===== config.mk =====
export PLATFORM = sky130hd
export DESIGN_NAME = dfc_merge
export DESIGN_NICKNAME = d
export VERILOG_FILES = /design/src/rtl/dfc_pkg.sv /design/src/rtl/dfc_merge.sv
export SDC_FILE = /design/constraint.sdc
export NUM_CORES = 1
export LEC_CHECK = 0
export ABC_CLOCK_PERIOD_IN_PS = 4800
export BUFFER_PORTS_ARGS = -buffer_cell sky130_fd_sc_hd__buf_4
export CORE_ASPECT_RATIO = 1.5
export CORE_MARGIN = 2
export CORE_UTILIZATION = 55
export CTS_CLUSTER_SIZE = 24
export DETAILED_ROUTE_END_ITERATION = 8
export GPL_TIMING_DRIVEN = 0
export PLACE_DENSITY = 0.82
export SKIP_LAST_GASP = 1
export SLEW_MARGIN = 20
export SYNTH_ARGS = -nofsm -noshare
export SYNTH_HDL_FRONTEND = slang
export SYNTH_SLANG_ARGS = --single-unit

===== constraint.sdc =====
create_clock -name clk_i -period 4.8 [get_ports clk_i]
set_input_delay 0.24 -clock clk_i [delete_from_list [all_inputs] [get_ports clk_i]]
set_output_delay 0.24 -clock clk_i [all_outputs]
set_load 0.01 [all_outputs]

===== src/rtl/dfc_pkg.sv =====
`timescale 1ns / 1ps
// dfc_pkg: shared types and constants for the delay feedback conditioner
// no dependencies

package dfc_pkg;

  localparam int SampleW = 32;
  localparam int GainW   = 31;
  localparam int CfgIdxW = 2;
  localparam int HpfShift = 11;

  // saturation bounds of the product high word before scaling, 29 signed bits
  localparam int SatBits = SampleW - 3;
  localparam logic signed [SampleW-1:0] SatMax = SampleW'((64'sd1 <<< (SatBits - 1)) - 1);
  localparam logic signed [SampleW-1:0] SatMin = -SampleW'(64'sd1 <<< (SatBits - 1));
  localparam int OutShift = 2;

  // configuration register indexes
  localparam logic [CfgIdxW-1:0] CfgDelayEnable = 2'd0;
  localparam logic [CfgIdxW-1:0] CfgFeedbackGain = 2'd1;
  localparam logic [CfgIdxW-1:0] CfgPingPong = 2'd2;
  localparam logic [CfgIdxW-1:0] CfgStereoRender = 2'd3;

  typedef logic signed [SampleW-1:0] sample_t;

  typedef struct packed {
    logic             delay_enable;
    logic [GainW-1:0] feedback_gain;
    logic             ping_pong;
    logic             stereo_render;
  } cfg_t;

  typedef struct packed {
    logic load_mul;
    logic load_hpf;
    logic enable;
  } lane_ctl_t;

endpackage


===== src/rtl/dfc_merge.sv =====
`timescale 1ns / 1ps
// dfc_merge: combines both lanes with the dry pair into output and feedback
// depends on dfc_pkg

module dfc_merge (
  input  logic             clk_i,
  input  logic             load_i,
  input  dfc_pkg::cfg_t    cfg_i,
  input  dfc_pkg::sample_t dry_left_i,
  input  dfc_pkg::sample_t dry_right_i,
  input  dfc_pkg::sample_t wet_left_i,
  input  dfc_pkg::sample_t wet_right_i,
  output dfc_pkg::sample_t out_left_o,
  output dfc_pkg::sample_t out_right_o,
  output dfc_pkg::sample_t feed_left_o,
  output dfc_pkg::sample_t feed_right_o
);

  dfc_pkg::sample_t mix_l, mix_r, dry_sum;
  dfc_pkg::sample_t out_l_d, out_r_d, feed_l_d, feed_r_d;
  dfc_pkg::sample_t out_l_q, out_r_q, feed_l_q, feed_r_q;

  always_comb begin
    mix_l   = dry_left_i + wet_left_i;
    mix_r   = dry_right_i + wet_right_i;
    dry_sum = dry_left_i + dry_right_i;
    if (!cfg_i.delay_enable) begin
      out_l_d  = dry_left_i;
      out_r_d  = dry_right_i;
      feed_l_d = '0;
      feed_r_d = '0;
    end else if (cfg_i.ping_pong && cfg_i.stereo_render) begin
      out_l_d  = mix_l;
      out_r_d  = mix_r;
      feed_l_d = wet_right_i;
      feed_r_d = (dry_sum >>> 1) + wet_left_i;
    end else begin
      out_l_d  = mix_l;
      out_r_d  = mix_r;
      feed_l_d = mix_l;
      feed_r_d = mix_r;
    end
  end

  always_ff @(posedge clk_i) begin
    if (load_i) begin
      out_l_q  <= out_l_d;
      out_r_q  <= out_r_d;
      feed_l_q <= feed_l_d;
      feed_r_q <= feed_r_d;
    end
  end

  assign out_left_o   = out_l_q;
  assign out_right_o  = out_r_q;
  assign feed_left_o  = feed_l_q;
  assign feed_right_o = feed_r_q;

endmodule


### Yosys cells after proc, flatten, opt, wreduce, memory -nomap -nowiden

Index checks and enable logic that the tools add are counted.
W data, S select, Z words.

| word-level totals | value |
|---|---|
| RAM bits | 0 |
| bits in latches | 0 |
| ROM bits | 0 |
| output and inout bits | 128 |
| memories | 0 |
| input port bits | 164 |
| word-level logic and storage cells | 13 |
| flip-flop bits (word level) | 128 |

| cells by class | value |
|---|---|
| multiply operators | 0 |
| bitwise operators | 0 |
| reductions and logical operators | 1 |
| equal/unequal tests | 0 |
| magnitude comparators | 0 |
| shift-type cells | 0 |
| multiplexer cells | 4 |
| add/sub/neg operators | 4 |
| div/mod/pow operators | 0 |

Operator list:

| cell | count |
|---|---|
| $mux W32 | 4 |
| $add A32 B32 Y32 | 3 |
| $add A31 B32 Y32 | 1 |
| $logic_and A1 B1 Y1 | 1 |

### Logic depth before layout (Yosys ltp)

| logic depth | value |
|---|---|
| depth in word-level cells | 3 |
| mapped depth | 23 |
| gate-level depth less buffers | 23 |

### Worst setup path after synthesis

No wires, ideal clock.

| timing | value |
|---|---|
| path type | input-to-reg |
| start point | input dry_left_i[1] |
| end point | register feed_r_q[30], in the netlist feed_right_o[30] (data pin) |
| path slack | 0.611 ns |
| setup time | 0.271 ns |
| data required time | 4.529 ns |
| cell stages on the path | 23 |
| data arrival time | 3.918 ns |
| buffers on the path | 0 |
| path through | inv_1 fa_1 nor2b_1 o21ai_1 a21boi_0 o21ai_1 a211oi_1 o21a_1 nor2_1 nor2_1 nor2_1 xnor2_1 ha_1 a21o_1 a21oi_1 o21ai_0 or2_2 o221ai_1 a21oi_1 a221o_1 nand3_1 a211o_1 a31oi_1 |

| on the way | value |
|---|---|
| cells in the longest elaborated chain, start to end | 3 |

RTL lines:

| element | RTL line | source |
|---|---|---|
| from (decl) | dfc_merge.sv:9 | `input dfc_pkg::sample_t dry_left_i,` |
| $add A32 B32 Y32 | dfc_merge.sv:26 | `dry_sum = dry_left_i + dry_right_i;` |
| $add A31 B32 Y32 | dfc_merge.sv:36 | `feed_r_d = (dry_sum >>> 1) + wet_left_i;` |
| $mux W32 | dfc_merge.sv:32 | `end else if (cfg_i.ping_pong && cfg_i.stereo_render) begin` |
| to (signal assigned) | dfc_merge.sv:50 | `feed_r_q <= feed_r_d;` |
| to (decl) | dfc_merge.sv:21 | `dfc_pkg::sample_t out_l_q, out_r_q, feed_l_q, feed_r_q;` |

Every way passes these cells.
A chain may end at the register's enable or synchronous reset.

### Worst setup path in the final report

| timing | value |
|---|---|
| start point | input dry_left_i[10] |
| end point | register feed_r_q[30], in the netlist feed_right_o[30] (data pin) |

Same word-level chain as after synthesis.

==> qor.txt <==
outcome: finished, final reports clean
H-tree lvl count: 4
CP startpoint kind: input port
DRC viols: 0
vias per std cell: 6.25
Die X: 123 um
Hold EP: out_left_o[0]$_DFFE_PP_
final hold slack: 0.128 ns
critical path required time: 5.08 ns
Routed Antenna Nets: 0
Syn Nets: 1,539
worst slack, placed: -1.01 ns
pin count of the biggest net entering global routing: 76
CTS sink count: 128
Core Rows: 65
async set-reset flop share out of synthesis: 0
Clock Tree Root: clkbuf_16
hold depth: 2
Worst Min Path Start: dry_left_i[0]
worst setup path category: in2reg
Yosys top cell area share: 0.330
Synth area leader: edfxtp_1
Mean Syn Cell Area: 9.34 um^2
Area Overhead vs Synth: 25.5%
Syn. warnings: 0
first-pass GRT wire length: 60,300 um
Util after Layout: 0.700
Final Hold Viols: 0
Layout Cells excl Fill: 1,810
most common cell in the netlist: nand2_1
Area contributors post-synth: edfxtp_1, ha_1, xnor2_1, a21oi_1, mux2_2
wire length per cell: 22.5 um
core footprint: 0.0209 mm^2
Post-DP HPWL: 32,000 um
DRT Pass-1 Iters: 5
drt first-iter violations: 978
grt ovf: 0
CP arrival: 4.89 ns
Pins Over Slew Limit: 0
setup TNS: 0 ns
initial antenna violation count: 0
dominant synthesized flop cell: edfxtp_1
fin nets: 1,820
Critical-path top delay cell: a221oi_1
GP Congestion: 1.02
Final WS setup: 0.186 ns
Syn Inst Count: 1,248
Yosys cell types: 74
worst vdd ir: 235 uV
Cell Chain, Critical Path: buf_4 > ha_1 > clkbuf_1 > a21oi_2 > o21ai_0 > a221oi_1 > a21boi_4 > nor2_1 > nor3_2 > xnor2_1 > ha_1 > and2_1 > o2111ai_1 > a31oi_2 > o221ai_2 > a21oi_2 > a221o_1 > nand3_1 > a211o_1 > a31oi_2
Port Buffers: 259
vias in the first global route: 11,100
hold-fix buffer count after cts: 0
dpl cells: 1,776
Global Route Usage Sum: 0.360
Starting Density: 0.557
max incr delay on CP: 0.48 ns
top fanout value on the critical path: 7
num ports: 292
worst hold path class: in2reg
die area: 0.0224 mm^2
post-route clock period utilization: 0.961
leak pwr: 6.32 nW
pin slew with the least headroom to its limit: 0.901 ns
Yosys reg bits: 128
Final min period: 4.61 ns
Setup-failing EPs final: 0
Die Span Y: 182 um
Crit. End Element: register
commonest cells in the netlist: nand2_1, a21oi_1, edfxtp_1
Slew HR: 0.399
Fmax achieved: 217 MHz
max_cap viols: 0
share of cells above drive strength 1: 0.253
clk slew on worst S/H paths: 0.06 ns
sequential-to-total area share from yosys stat: 0.330
TritonCTS buffer count: 17
CTS tree: yes
power density cells: 330 mW/mm^2
Post-Route WL: 40,700 um
Post-synth EDFFs: 128
Mapped Area: 0.0117 mm^2
final instance area: 0.0146 mm^2
RSZ-0062 raised after global routing: true
CTS max path bufs: 2
n_diodes: 0
Placed Area: 0.0140 mm^2
via count: 11,300
total power: 4.83 mW
cell type report:
class	instances	area (um^2)
well taps	268	335
repair buffers	262	1990
clock inverters	13	145
fillers	1668	6270
clock buffers	19	433
plain buffers	35	133
inverters	43	161
flip-flops and latches	128	3840
multi-input cells	1042	7580
layer usage:
| layer | up-vias | GRT usage | part of all wire |
|---|---|---|---|
| met4 | 0 | 0.170 | 0.045 |
| li1 | 5234 | - | - |
| met2 | 602 | 0.641 | 0.52 |
| met1 | 5348 | 0.415 | 0.36 |
| met5 | - | 0 | 0 |
| met3 | 122 | 0.0519 | 0.075 |
placed cells by master, fill, tap and decap left out, types with 9 or more instances in the layout:
cell and instances:
o211ai_1 12, o21a_1 10, nor2b_1 15, inv_1 43, and2_1 9, clkbuf_1 31, edfxtp_1 128, clkbuf_16 17
mux2_2 54, nor2_1 77, or3_1 9, xnor2_1 83, o21ai_0 47, a31oi_1 12, xor2_1 31, nand4_1 13
nand3_1 35, nand2b_1 9, a21oi_1 130, nor3_1 14, o21bai_1 14, buf_4 260, ha_1 123, a21o_1 45
and3_1 13, a211oi_1 20, o21ai_1 9, nand2_1 147
state kept, by name (all words and copies together) (netlist names):
register      flops
out_left_o       32
feed_right_o     32
feed_left_o      32
out_right_o      32
repair_timing:
action                                  in CTS  in global routing
endpoints found under the setup margin      10                 11
gates cloned                                 0                  0
resized for setup                            5                 13
pin swaps                                    0                  4
buffers inserted                             0                  2
worst max-delay path by stage:
stage,to,from,slack (ns)
floorplan,feed_right_o[30]$_SDFFCE_PN0P_,dry_left_i[1],0.61
global route,feed_right_o[31]$_SDFFCE_PN0P_,dry_left_i[1],-0.02
detailed placement,feed_right_o[30]$_SDFFCE_PN0P_,dry_left_i[10],-1.01
global placement,feed_right_o[30]$_SDFFCE_PN0P_,dry_left_i[10],-1.06
CTS,feed_right_o[31]$_SDFFCE_PN0P_,dry_left_i[1],0.007
finish,feed_right_o[30]$_SDFFCE_PN0P_,dry_left_i[10],0.19
cells by family after synthesis:
logic type	Yosys count	synth area share
adders and majority gates	127	0.139
DFF	128	0.330
buffers and inverters	78	0.0252
xor gates and xnor gates	115	0.0876
AOI/OAI and AO/OA	369	0.212
and+or+nand+nor	373	0.150
muxes	58	0.0561
where the power goes:
group	switching, mW	internal (mW)	leakage (nW)
sequential	0.0495	1.42	1.24
combinational	1.14	0.908	4.80
clock	0.506	0.806	0.279
total	1.69	3.13	6.32
worst max-delay path: cells and delay by family:
family / cells / cell delay [ns]
fa+ha+maj: 2 / 0.65
compound gates: 11 / 2.79
buf+inv: 2 / 0.31
xor+xnor: 1 / 0.14
simple gates: 4 / 0.75
(Power assumes the default switching activity.)
